### src/hw/rtl/avdr_pkg.sv
// Shared types and constants for the amplitude-driven varispeed resampler.
// No dependencies; imported by every module of the block.
`timescale 1ns / 1ps
`default_nettype none

package avdr_pkg;

  localparam int SAMPLE_W  = 16;
  localparam int PLAY_W    = 18;
  localparam int CFG_AW    = 5;
  localparam int CFG_DW    = 32;

  // register indexes (byte address / 4)
  localparam logic [2:0] REG_THRESH = 3'd0;
  localparam logic [2:0] REG_SENS   = 3'd1;
  localparam logic [2:0] REG_MIN    = 3'd2;
  localparam logic [2:0] REG_MAX    = 3'd3;
  localparam logic [2:0] REG_SMOOTH = 3'd4;

  localparam logic [15:0] THRESH_RST = 16'd1311;
  localparam logic [17:0] SENS_RST   = 18'd98304;
  localparam logic [16:0] MIN_RST    = 17'd39322;
  localparam logic [16:0] MAX_RST    = 17'd117965;
  localparam logic [15:0] SMOOTH_RST = 16'd7864;

  localparam logic [PLAY_W-1:0] UNITY_SPEED = 18'd65536;

  typedef struct packed {
    logic [15:0] thresh;
    logic [17:0] sens;
    logic [16:0] lo_speed;
    logic [16:0] hi_speed;
    logic [15:0] smooth;
  } avdr_cfg_t;

endpackage

`default_nettype wire

### src/hw/rtl/avdr_interp.sv
// Linear interpolation datapath: registered product, then truncate toward
// zero and saturate. Uses avdr_pkg for the sample width.
`timescale 1ns / 1ps
`default_nettype none

module avdr_interp
  import avdr_pkg::*;
(
  input  wire                        clk,
  input  wire                        load,
  input  wire  signed [SAMPLE_W-1:0] h0,
  input  wire  signed [SAMPLE_W-1:0] h1,
  input  wire  [15:0]                frac,
  output logic signed [SAMPLE_W-1:0] q
);

  logic signed [33:0]         prod_r;
  logic signed [SAMPLE_W-1:0] h0_r;
  logic signed [16:0]         dh;
  logic signed [34:0]         total;
  logic signed [34:0]         biased;
  logic signed [18:0]         shifted;

  assign dh = $signed({h1[15], h1}) - $signed({h0[15], h0});

  always_ff @(posedge clk) begin
    if (load) begin
      prod_r <= dh * $signed({1'b0, frac});
      h0_r   <= h0;
    end
  end

  always_comb begin
    total   = $signed({{3{h0_r[15]}}, h0_r, 16'h0000}) + $signed({prod_r[33], prod_r});
    biased  = total[34] ? (total + 35'sd65535) : total;
    shifted = 19'(biased >>> 16);
    if (shifted > 19'sd32767) begin
      q = 16'sh7fff;
    end else if (shifted < -19'sd32768) begin
      q = 16'sh8000;
    end else begin
      q = shifted[15:0];
    end
  end

endmodule

`default_nettype wire

### config.mk
export PLATFORM = sky130hd
export DESIGN_NAME = avdr_interp
export DESIGN_NICKNAME = d
export VERILOG_FILES = /design/src/hw/rtl/avdr_pkg.sv /design/src/hw/rtl/avdr_interp.sv
export SDC_FILE = /design/constraint.sdc
export NUM_CORES = 1
export LEC_CHECK = 0
export BUFFER_PORTS_ARGS = -buffer_cell sky130_fd_sc_hd__buf_2
export CORE_AREA = 2 2 160 162
export DETAILED_ROUTE_END_ITERATION = 8
export DIE_AREA = 0 0 162 164
export PLACE_DENSITY = 0.85
export SYNTH_ARGS = -nofsm -noshare
export SYNTH_HDL_FRONTEND = slang
export SYNTH_SLANG_ARGS = --single-unit
### constraint.sdc
create_clock -name clk -period 12.6 [get_ports clk]
set_input_delay 0 -clock clk [delete_from_list [all_inputs] [get_ports clk]]
set_output_delay 0 -clock clk [all_outputs]
set_load 0.03 [all_outputs]
==> impl_metrics.json <==
{
  "run_status": "finished, final reports clean",
  "critical_path.slowest_cell": "fa_1",
  "postSynthRegisterBits": 50,
  "critical_path_arrival_ps": 8900,
  "hpwlAfterDp_mm": 27.23,
  "cts_htree_levels": 2,
  "wirelength_mm": 33.24,
  "ys_top_cells_by_count": "387 x inv_1, 274 x fa_1, 163 x nand2_1, 125 x ha_1, 108 x and2_1",
  "synthDominantCellAreaShare_pct": 37.46,
  "num_vias": 11220,
  "crit_required_ps": 12630,
  "final_net_count": 2130,
  "num-fill-cells": 2022,
  "final_min_period_over_clock_period_pct": 70.47,
  "postCtsSetupRepairBufs": 0,
  "clockRootBuffer": "clkbuf_16",
  "wire_length_of_the_first_global_routing_pass_mm": 55.75,
  "syn_area_um2": 14640,
  "max_slew.worst_pin.slew_ps": 1130,
  "min-delay-path-class": "input port to flop",
  "cts_tree": "done",
  "criticalPathCategory": "input port to flop",
  "holdBufCountCts": 16,
  "number_of_enable_flip_flop_cells_after_synthesis": 50,
  "antenna_diode_count": 0,
  "totalNegativeSetupSlack_ps": 0,
  "critPathCaptureType": "flop",
  "synth_flop_cell": "edfxtp_1",
  "timing.final.crit_period_ps": 8879,
  "io-pin-count": 66,
  "core_region_area_um2": 24820,
  "synth_fp_nets": 2079,
  "multi_input_area_um2": 11510,
  "synth.most_common_cell": "inv_1",
  "timing.critical_path.mode_cell": "fa_1",
  "first_iter_violations": 703,
  "number_of_antenna_violations_at_the_first_check_in_global_routing": 0,
  "placed_cells": 1988,
  "avgViaCountPerCell": 5.577,
  "busiest_layer": "met2",
  "drc": 0,
  "final-seq-area_um2": 1501,
  "use_met1_pct": 34.02,
  "grt.met3_usage_pct": 3.409,
  "hold_slack_ps": 299.7,
  "rsz0062_at_grt": "false",
  "placement_rows": 58,
  "synth_top_cell_by_area": "fa_1",
  "ys.warnings.count": 0,
  "launching_element_type_of_the_critical_path": "input port",
  "detailedRoute.firstPassIterationCount": 5,
  "route.detailed.wl_per_inst_um": 16.52,
  "initial_utilization_pct": 58.99,
  "grt_start_max_net_pins": 51,
  "finalWeightedCongestion": 0.9290,
  "num_cts_buffers": 5,
  "port_buffers": 65,
  "synth_async_reset_ratio_pct": 0,
  "max_cap_viol_count": 0,
  "fmax_ghz": 0.1126,
  "clkSlewWorstSetupHoldPaths_ps": 60,
  "post_synth_inst_count": 1630,
  "synthToLayoutAreaGrowth_pct": 6.537,
  "avgSynthCellArea_um2": 8.983,
  "synth_cell_type_count": 69,
  "final_antenna_net_count": 0,
  "layout-drive-gt1-share_pct": 6.361,
  "numClockSinks": 50,
  "die_w_um": 162,
  "grt.met2_usage_pct": 45.45,
  "seq_area_frac_synth_pct": 10.25,
  "dieHeight_um": 164,
  "post_cts.resized_instances": 0,
  "number_of_global_route_vias_before_repair": 11819,
  "gr-total-overflow": 0,
  "instances_no_fill": 2012,
  "design.die.area_um2": 26570,
  "max_stage_delay_ps": 690,
  "worst_slew_slack_as_a_fraction_of_its_limit_pct": 24.64,
  "final-setup-viol-count": 0,
  "synth.top_cells.by_area": "fa_1 37%, ha_1 11%, edfxtp_1 10%",
  "crit_fanout": 24,
  "cts.path.max_buffers": 2,
  "report.final.slew_viol_count": 0,
  "grt_use_total_pct": 26.08,
  "final_hold_violation_count": 0
}
[critical path: cells and delay by family]
family / cells / cell delay (ps)
AOI/OAI and AO/OA: 13 / 2310
adders and majority gates: 9 / 4340
buffers and inverters: 8 / 1490
and+or+nand+nor: 3 / 750
[final timing paths]
| kind | from | endpoint | slack (ps) | depth (start not counted) |
|---|---|---|---|---|
| worst max-delay path | h0[0] | prod_r[31] | 3720 | 33 |
| worst min-delay path | frac[0] | prod_r[0] | 300 | 2 |
[flip-flops by register name, summed over array words and instances, names as in the netlist]
name / cells
prod_r: 34
h0_r: 16
[through the flow]
| stage | cell area (um2) | utilization, % | setup slack, ps |
|---|---|---|---|
| after floorplan | 14640 | - | 4932 |
| after global placement | 15300 | 61.65 | 4334 |
| after detailed placement | 15300 | 61.65 | 4078 |
| after CTS | 15600 | 62.85 | 3782 |
| after global routing | 15600 | 62.85 | 3198 |
| final | 15600 | 62.85 | 3721 |
[cell type report]
cell class / instances / share of cell area (%)
Multi-Input combinational cell: 1143 / 73.79
Clock buffer: 6 / 0.8262
Inverter: 387 / 9.313
Sequential cell: 50 / 9.625
Timing Repair Buffer: 94 / 3.738
Clock inverter: 2 / 0.05615
Tap cell: 330 / 2.647
[cells in the final DEF, fill, tap and decap left out, types with 7 or more instances in the layout]
| cell | synthesis | final |
|---|---|---|
| nand2_1 | 163 | 163 |
| a21oi_1 | 55 | 55 |
| nor4_1 | 7 | 7 |
| nand2b_1 | 17 | 17 |
| nand3_1 | 17 | 17 |
| dlygate4sd3_1 | 0 | 16 |
| nor3_1 | 23 | 23 |
| a31oi_1 | 9 | 9 |
| ha_1 | 125 | 125 |
| fa_1 | 274 | 274 |
| buf_2 | 9 | 65 |
| xor2_1 | 25 | 23 |
| edfxtp_1 | 50 | 50 |
| and3_1 | 10 | 10 |
| xnor2_1 | 52 | 52 |
| nor2b_1 | 36 | 36 |
| and2_1 | 108 | 108 |
| o21ai_1 | 14 | 14 |
| inv_1 | 387 | 387 |
| o21a_1 | 14 | 14 |
| buf_4 | 0 | 13 |
| nor2_1 | 43 | 43 |
| o2111ai_1 | 8 | 8 |
| a21o_1 | 19 | 19 |
| o21ai_0 | 30 | 30 |
| o21bai_1 | 9 | 9 |
[layer usage]
layer | wire length [um] | share of wire [%] | vias to the layer above
met2 | 16290 | 49 | 455
met3 | 2236 | 6.7 | 68
met1 | 13830 | 42 | 5544
li1 | - | - | 5153
met5 | 0 | 0 | -
met4 | 879 | 2.6 | 0
[kinds of logic after synthesis]
family          share of synthesized area, %
simple gates                           15.85
mux                                   0.1367
xor+xnor                               4.606
compound gates                         9.725
fa+ha+maj                              48.15
buf+inv                                11.28
flops                                  10.25
Power is left out: the tool's default activity adds up to more than one toggle a clock period on the data nets, which glitch-free logic cannot reach.
