$ cat config.mk
export PLATFORM = sky130hd
export DESIGN_NAME = avdr_speed_unit
export DESIGN_NICKNAME = d
export VERILOG_FILES = /design/src/hw/rtl/avdr_pkg.sv /design/src/hw/rtl/avdr_speed_unit.sv
export SDC_FILE = /design/constraint.sdc
export NUM_CORES = 2
export LEC_CHECK = 0
export BUFFER_PORTS_ARGS = -buffer_cell sky130_fd_sc_hd__buf_2
export CORE_MARGIN = 2
export CORE_UTILIZATION = 53
export CTS_BUF_LIST = sky130_fd_sc_hd__clkbuf_8
export DETAILED_ROUTE_END_ITERATION = 16
export HOLD_SLACK_MARGIN = 0.1
export PLACE_DENSITY_LB_ADDON = 0.05
export SYNTH_ARGS = -nofsm -noshare
export SYNTH_HDL_FRONTEND = slang
export SYNTH_SLANG_ARGS = --single-unit
export TNS_END_PERCENT = 30
$ cat constraint.sdc
create_clock -name clk -period 22 [get_ports clk]
set_clock_uncertainty 0.2 [all_clocks]
set_input_delay 2.2 -clock clk [delete_from_list [all_inputs] [get_ports clk]]
set_output_delay 2.2 -clock clk [all_outputs]
set_load 0.005 [all_outputs]
$ cat src/hw/rtl/avdr_pkg.sv
// Shared types and constants for the amplitude-driven varispeed resampler.
// No dependencies; imported by every module of the block.
`timescale 1ns / 1ps
`default_nettype none

package avdr_pkg;

  localparam int SAMPLE_W  = 16;
  localparam int PLAY_W    = 18;
  localparam int CFG_AW    = 5;
  localparam int CFG_DW    = 32;

  // register indexes (byte address / 4)
  localparam logic [2:0] REG_THRESH = 3'd0;
  localparam logic [2:0] REG_SENS   = 3'd1;
  localparam logic [2:0] REG_MIN    = 3'd2;
  localparam logic [2:0] REG_MAX    = 3'd3;
  localparam logic [2:0] REG_SMOOTH = 3'd4;

  localparam logic [15:0] THRESH_RST = 16'd1311;
  localparam logic [17:0] SENS_RST   = 18'd98304;
  localparam logic [16:0] MIN_RST    = 17'd39322;
  localparam logic [16:0] MAX_RST    = 17'd117965;
  localparam logic [15:0] SMOOTH_RST = 16'd7864;

  localparam logic [PLAY_W-1:0] UNITY_SPEED = 18'd65536;

  typedef struct packed {
    logic [15:0] thresh;
    logic [17:0] sens;
    logic [16:0] lo_speed;
    logic [16:0] hi_speed;
    logic [15:0] smooth;
  } avdr_cfg_t;

endpackage

`default_nettype wire

$ cat src/hw/rtl/avdr_speed_unit.sv
// Frame-end speed update: reciprocal-multiply divide of twice the amplitude sum by
// FRAMES, target speed with clamps, smoothing step. Holds play_speed. Uses avdr_pkg.
`timescale 1ns / 1ps
`default_nettype none

module avdr_speed_unit
  import avdr_pkg::*;
#(
  parameter int FRAMES = 64
) (
  input  wire                       clk,
  input  wire                       rst_n,
  input  wire                       start,
  input  wire  [$clog2(FRAMES)+15:0] amp_sum,
  input  avdr_cfg_t                 cfg,
  output logic [PLAY_W-1:0]         play_speed,
  output logic                      done
);

  localparam int SW   = $clog2(FRAMES) + 16;
  localparam int XW   = SW + 1;
  localparam int KS   = XW + $clog2(FRAMES);
  // ceil(2^KS / FRAMES): exact floor divide for any XW-bit dividend
  localparam logic [XW:0] RECIP =
    (XW+1)'(((64'd1 << KS) + 64'(FRAMES) - 64'd1) / 64'(FRAMES));

  typedef enum logic [5:0] {
    SP_IDLE = 6'b000001,
    SP_DIV  = 6'b000010,
    SP_MUL1 = 6'b000100,
    SP_TGT  = 6'b001000,
    SP_MUL2 = 6'b010000,
    SP_PLAY = 6'b100000
  } sp_state_t;

  sp_state_t         state_r, state_nxt;
  logic [XW-1:0]     x_r, x_nxt;
  logic [16:0]       q_r, q_nxt;
  logic              ge_r, ge_nxt;
  logic [34:0]       prod1_r, prod1_nxt;
  logic [20:0]       dabs_r, dabs_nxt;
  logic              dneg_r, dneg_nxt;
  logic [20:0]       mag_r, mag_nxt;
  logic [PLAY_W-1:0] play_r, play_nxt;

  logic [2*XW:0]     quot_prod;
  logic [16:0]       amp;
  logic [16:0]       excess;
  logic [19:0]       tgt, t1, t2;
  logic signed [20:0] diff;
  logic [36:0]       prod2;

  always_comb begin
    state_nxt = state_r;
    x_nxt     = x_r;
    q_nxt     = q_r;
    ge_nxt    = ge_r;
    prod1_nxt = prod1_r;
    dabs_nxt  = dabs_r;
    dneg_nxt  = dneg_r;
    mag_nxt   = mag_r;
    play_nxt  = play_r;

    quot_prod = x_r * RECIP;
    amp    = q_r;
    excess = amp - {1'b0, cfg.thresh};
    tgt    = ge_r ? (20'd65536 + 20'(prod1_r[34:16])) : 20'd65536;
    t1     = (tgt < 20'(cfg.lo_speed)) ? 20'(cfg.lo_speed) : tgt;
    t2     = (t1 > 20'(cfg.hi_speed)) ? 20'(cfg.hi_speed) : t1;
    diff   = $signed({1'b0, t2}) - $signed({3'b000, play_r});
    prod2  = dabs_r * cfg.smooth;

    case (state_r)
      SP_IDLE: begin
        if (start) begin
          x_nxt     = {amp_sum, 1'b0};
          state_nxt = SP_DIV;
        end
      end
      SP_DIV: begin
        q_nxt     = quot_prod[KS+16:KS];
        state_nxt = SP_MUL1;
      end
      SP_MUL1: begin
        ge_nxt    = (amp >= {1'b0, cfg.thresh});
        prod1_nxt = excess * cfg.sens;
        state_nxt = SP_TGT;
      end
      SP_TGT: begin
        dneg_nxt  = diff[20];
        dabs_nxt  = diff[20] ? 21'(-diff) : 21'(diff);
        state_nxt = SP_MUL2;
      end
      SP_MUL2: begin
        mag_nxt   = prod2[36:16];
        state_nxt = SP_PLAY;
      end
      SP_PLAY: begin
        play_nxt  = dneg_r ? (play_r - mag_r[PLAY_W-1:0]) : (play_r + mag_r[PLAY_W-1:0]);
        state_nxt = SP_IDLE;
      end
      default: state_nxt = SP_IDLE;
    endcase
  end

  always_ff @(posedge clk) begin
    if (!rst_n) begin
      state_r <= SP_IDLE;
      play_r  <= UNITY_SPEED;
    end else begin
      state_r <= state_nxt;
      play_r  <= play_nxt;
    end
  end

  always_ff @(posedge clk) begin
    x_r     <= x_nxt;
    q_r     <= q_nxt;
    ge_r    <= ge_nxt;
    prod1_r <= prod1_nxt;
    dabs_r  <= dabs_nxt;
    dneg_r  <= dneg_nxt;
    mag_r   <= mag_nxt;
  end

  assign play_speed = play_r;
  assign done       = (state_r == SP_PLAY);

endmodule

`default_nettype wire

==> metrics.md <==
| Metric | Value |
|---|---|
| CTS tree | done |
| Pre-CTS setup slack | 10.65 ns |
| Hold Path Class | reg2reg |
| Cells after DPL | 3942 |
| Met2 WL | 36.2 mm |
| Fillers | 4870 |
| Prevailing post-synth register cell | edfxtp_1 |
| Row cnt | 85 |
| Top cell type by total area after synthesis | fa_1 |
| Vias | 22385 |
| Gr usage total | 28.1% |
| Global route overflow | 0 |
| Die area | 56500 µm² |
| RSZ-0062 raised after global routing | no |
| Final net count | 4158 |
| Ys async rst share | 0% |
| Synth Warn # | 0 |
| Per-cell routed wire length | 18.8 µm |
| Vias per Instance | 5.63 |
| Crit path kind | in2reg |
| Met1 Wirelength | 32.5 mm |
| Count leader, synth | inv_1 |
| Synthesized cell area | 29000 µm² |
| Top-area cell type share of the netlist area | 34.6% |
| Mean Syn Cell Area | 8.86 µm² |
| CTS Buffer Depth | 2 |
| Post-synth EDFFs | 94 |
| Drt pass-1 iters | 5 |
| Clock Sinks | 118 |
| Slew HR | 21.8% |
| CP endpoint kind | flip-flop |
| CP startpoint kind | input pin |
| Clk Tree Root Cell | clkbuf_8 |
| Die X | 238 µm |
| Cells after Synth | 3267 |
| Htree depth | 4 |
| Routed Antenna Nets | 0 |
| Yosys cell types | 89 |
| Layout cells sized above 1 | 7.54% |
| Layout area overhead | 5.06% |
| DRT iter0 DRCs | 1331 |
| Final min period | 10.85 ns |
| Final WL | 74.7 mm |
| Pin count of the biggest net entering global routing | 78 |
| Non-Filler Instances | 3975 |
| Max-Cap Viols | 0 |
| Crit path max fanout | 18 |
| Port Buffer Count | 122 |
| HPWL after DPL | 57.2 mm |
| Initial antenna violation count | 1 |
| Post-CTS Setup Inserts | 0 |
| CORE AREA | 53900 µm² |
| Slowest cell on the critical path | a311oi_1 |
| Initial Utilization | 53.7% |
| CP peak stage delay | 0.58 ns |
| Fin. Hold Viols | 0 |
| Setup_tns | 0 ns |
| Resize count post-CTS | 0 |
| Seq/Total Area, Yosys | 11.4% |
| Final period util | 49.3% |
| CP required | 22.06 ns |
| Highest Signal Layer | met4 |
| Worst slew pin tran | 1.17 ns |
| Clk Latency, worst-skew pair | 0.49 ns |
| Clock slew at reported path FFs | 0.10 ns |
| Max Slew Vio Count | 0 |
| PnR worst setup slack | 11.15 ns |
| Total CTS buffers | 17 |
| Hold_buf cts | 0 |
| Die H | 238 µm |
| Top post-synthesis cells by count | 648 x inv_1, 501 x fa_1, 492 x nand2_1 |
| Setup violators final | 0 |
| Routability cong. | 0.881 |
| Synth top area cells | fa_1 35%, ha_1 12%, edfxtp_1 9.7%, inv_1 8.4%, nand2_1 6.4% |
| Final Util | 56.4% |
| Flop and latch count out of synthesis | 118 |
| Met3 Wirelength | 3.87 mm |
| FMAX | 0.0922 GHz |
| CP most frequent cell | fa_1 |
| Post-route DRC violation count | 0 |
| Io pins | 128 |
| Vias in the first global route | 23701 |
| Status | completed |
| First-pass GRT wire length | 125 mm |
| Critical path data arrival time | 10.91 ns |
-- worst max-delay path, delay by kind of cell --
| family | cells | cell delay [ns] |
|---|---|---|
| buffers and inverters | 6 | 0.57 |
| AO/OA/AOI/OAI | 13 | 3.17 |
| adder cells (fa/ha/maj) | 9 | 3.86 |
| AND/OR/NAND/NOR | 4 | 0.95 |
| XOR/XNOR | 1 | 0.13 |
-- final timing paths --
path	from	endpoint	slack, ns	depth (start not counted)
min	x_r[12]	amp[6]	0.22	0
max	cfg[68]	prod1_r[32]	11.15	33
min reg2reg	x_r[12]	amp[6]	0.22	0
max reg2reg	amp[0]	prod1_r[32]	12.53	33
-- metrics by stage --
step                      instance area, µm²  hold slack (ns)
final                                  30400            0.219
after global routing                   30400            0.231
after CTS                              30400            0.219
after detailed placement               30000            0.205
after global placement                 30000            0.201
after floorplan                        29000            0.200
-- layout make-up --
class / count / area (µm²) / share of cell area [%]
clock buffers: 17 / 234 / 0.769
clock inverters: 15 / 154 / 0.506
repair buffers: 146 / 791 / 2.60
flip-flops and latches: 118 / 3300 / 10.9
multi-input cells: 2332 / 22600 / 74.4
inverters: 650 / 2440 / 8.02
diodes: 1 / 2.50 / 0.00823
well taps: 696 / 871 / 2.86
-- kinds of logic (layout without fill, tap and decap cells) --
kind of cell / count (synthesis) / count (layout) / share of synthesized area (%)
simple gates: 1061 / 1061 / 18.1
buf+inv: 818 / 828 / 10.6
fa+ha+maj: 784 / 784 / 46.9
compound gates: 338 / 338 / 8.18
flops: 118 / 118 / 11.4
xor+xnor: 108 / 108 / 3.32
mux: 39 / 39 / 1.50
other cells: 1 / 3 / 0.0130
-- cell usage in the layout, fill, tap and decap left out, types with 23 or more instances in the layout --
| cell type | n |
|---|---|
| o2111ai_1 | 25 |
| a31oi_1 | 23 |
| dfxtp_1 | 24 |
| and2_1 | 189 |
| xor2_1 | 39 |
| nor3_1 | 34 |
| nand2_1 | 492 |
| buf_2 | 122 |
| buf_4 | 24 |
| ha_1 | 283 |
| nand3_1 | 48 |
| nand2b_1 | 27 |
| fa_1 | 501 |
| nor2_1 | 94 |
| nand4_1 | 32 |
| inv_1 | 648 |
| o21ai_0 | 60 |
| edfxtp_1 | 94 |
| xnor2_1 | 65 |
| a21oi_1 | 75 |
| nor4_1 | 25 |
| a21o_1 | 39 |
| mux2_2 | 33 |
-- flip-flops by register name, indices dropped and copies added, names as in the netlist --
signal      flops
play_speed     18
prod1_r        19
x_r            17
amp            17
ge_r            1
dabs_r         21
dneg_r          1
mag_r          18
state_r         6
-- per-layer routing --
layer / vias to the layer above / global-route usage (%)
met1: 11325 / 38.0
met2: 615 / 47.6
met4: 0 / 8.52
met3: 106 / 3.24
met5: - / 0
li1: 10339 / -
Power is left out: the tool's default activity adds up to more than one toggle a clock period on the data nets, which glitch-free logic cannot reach.
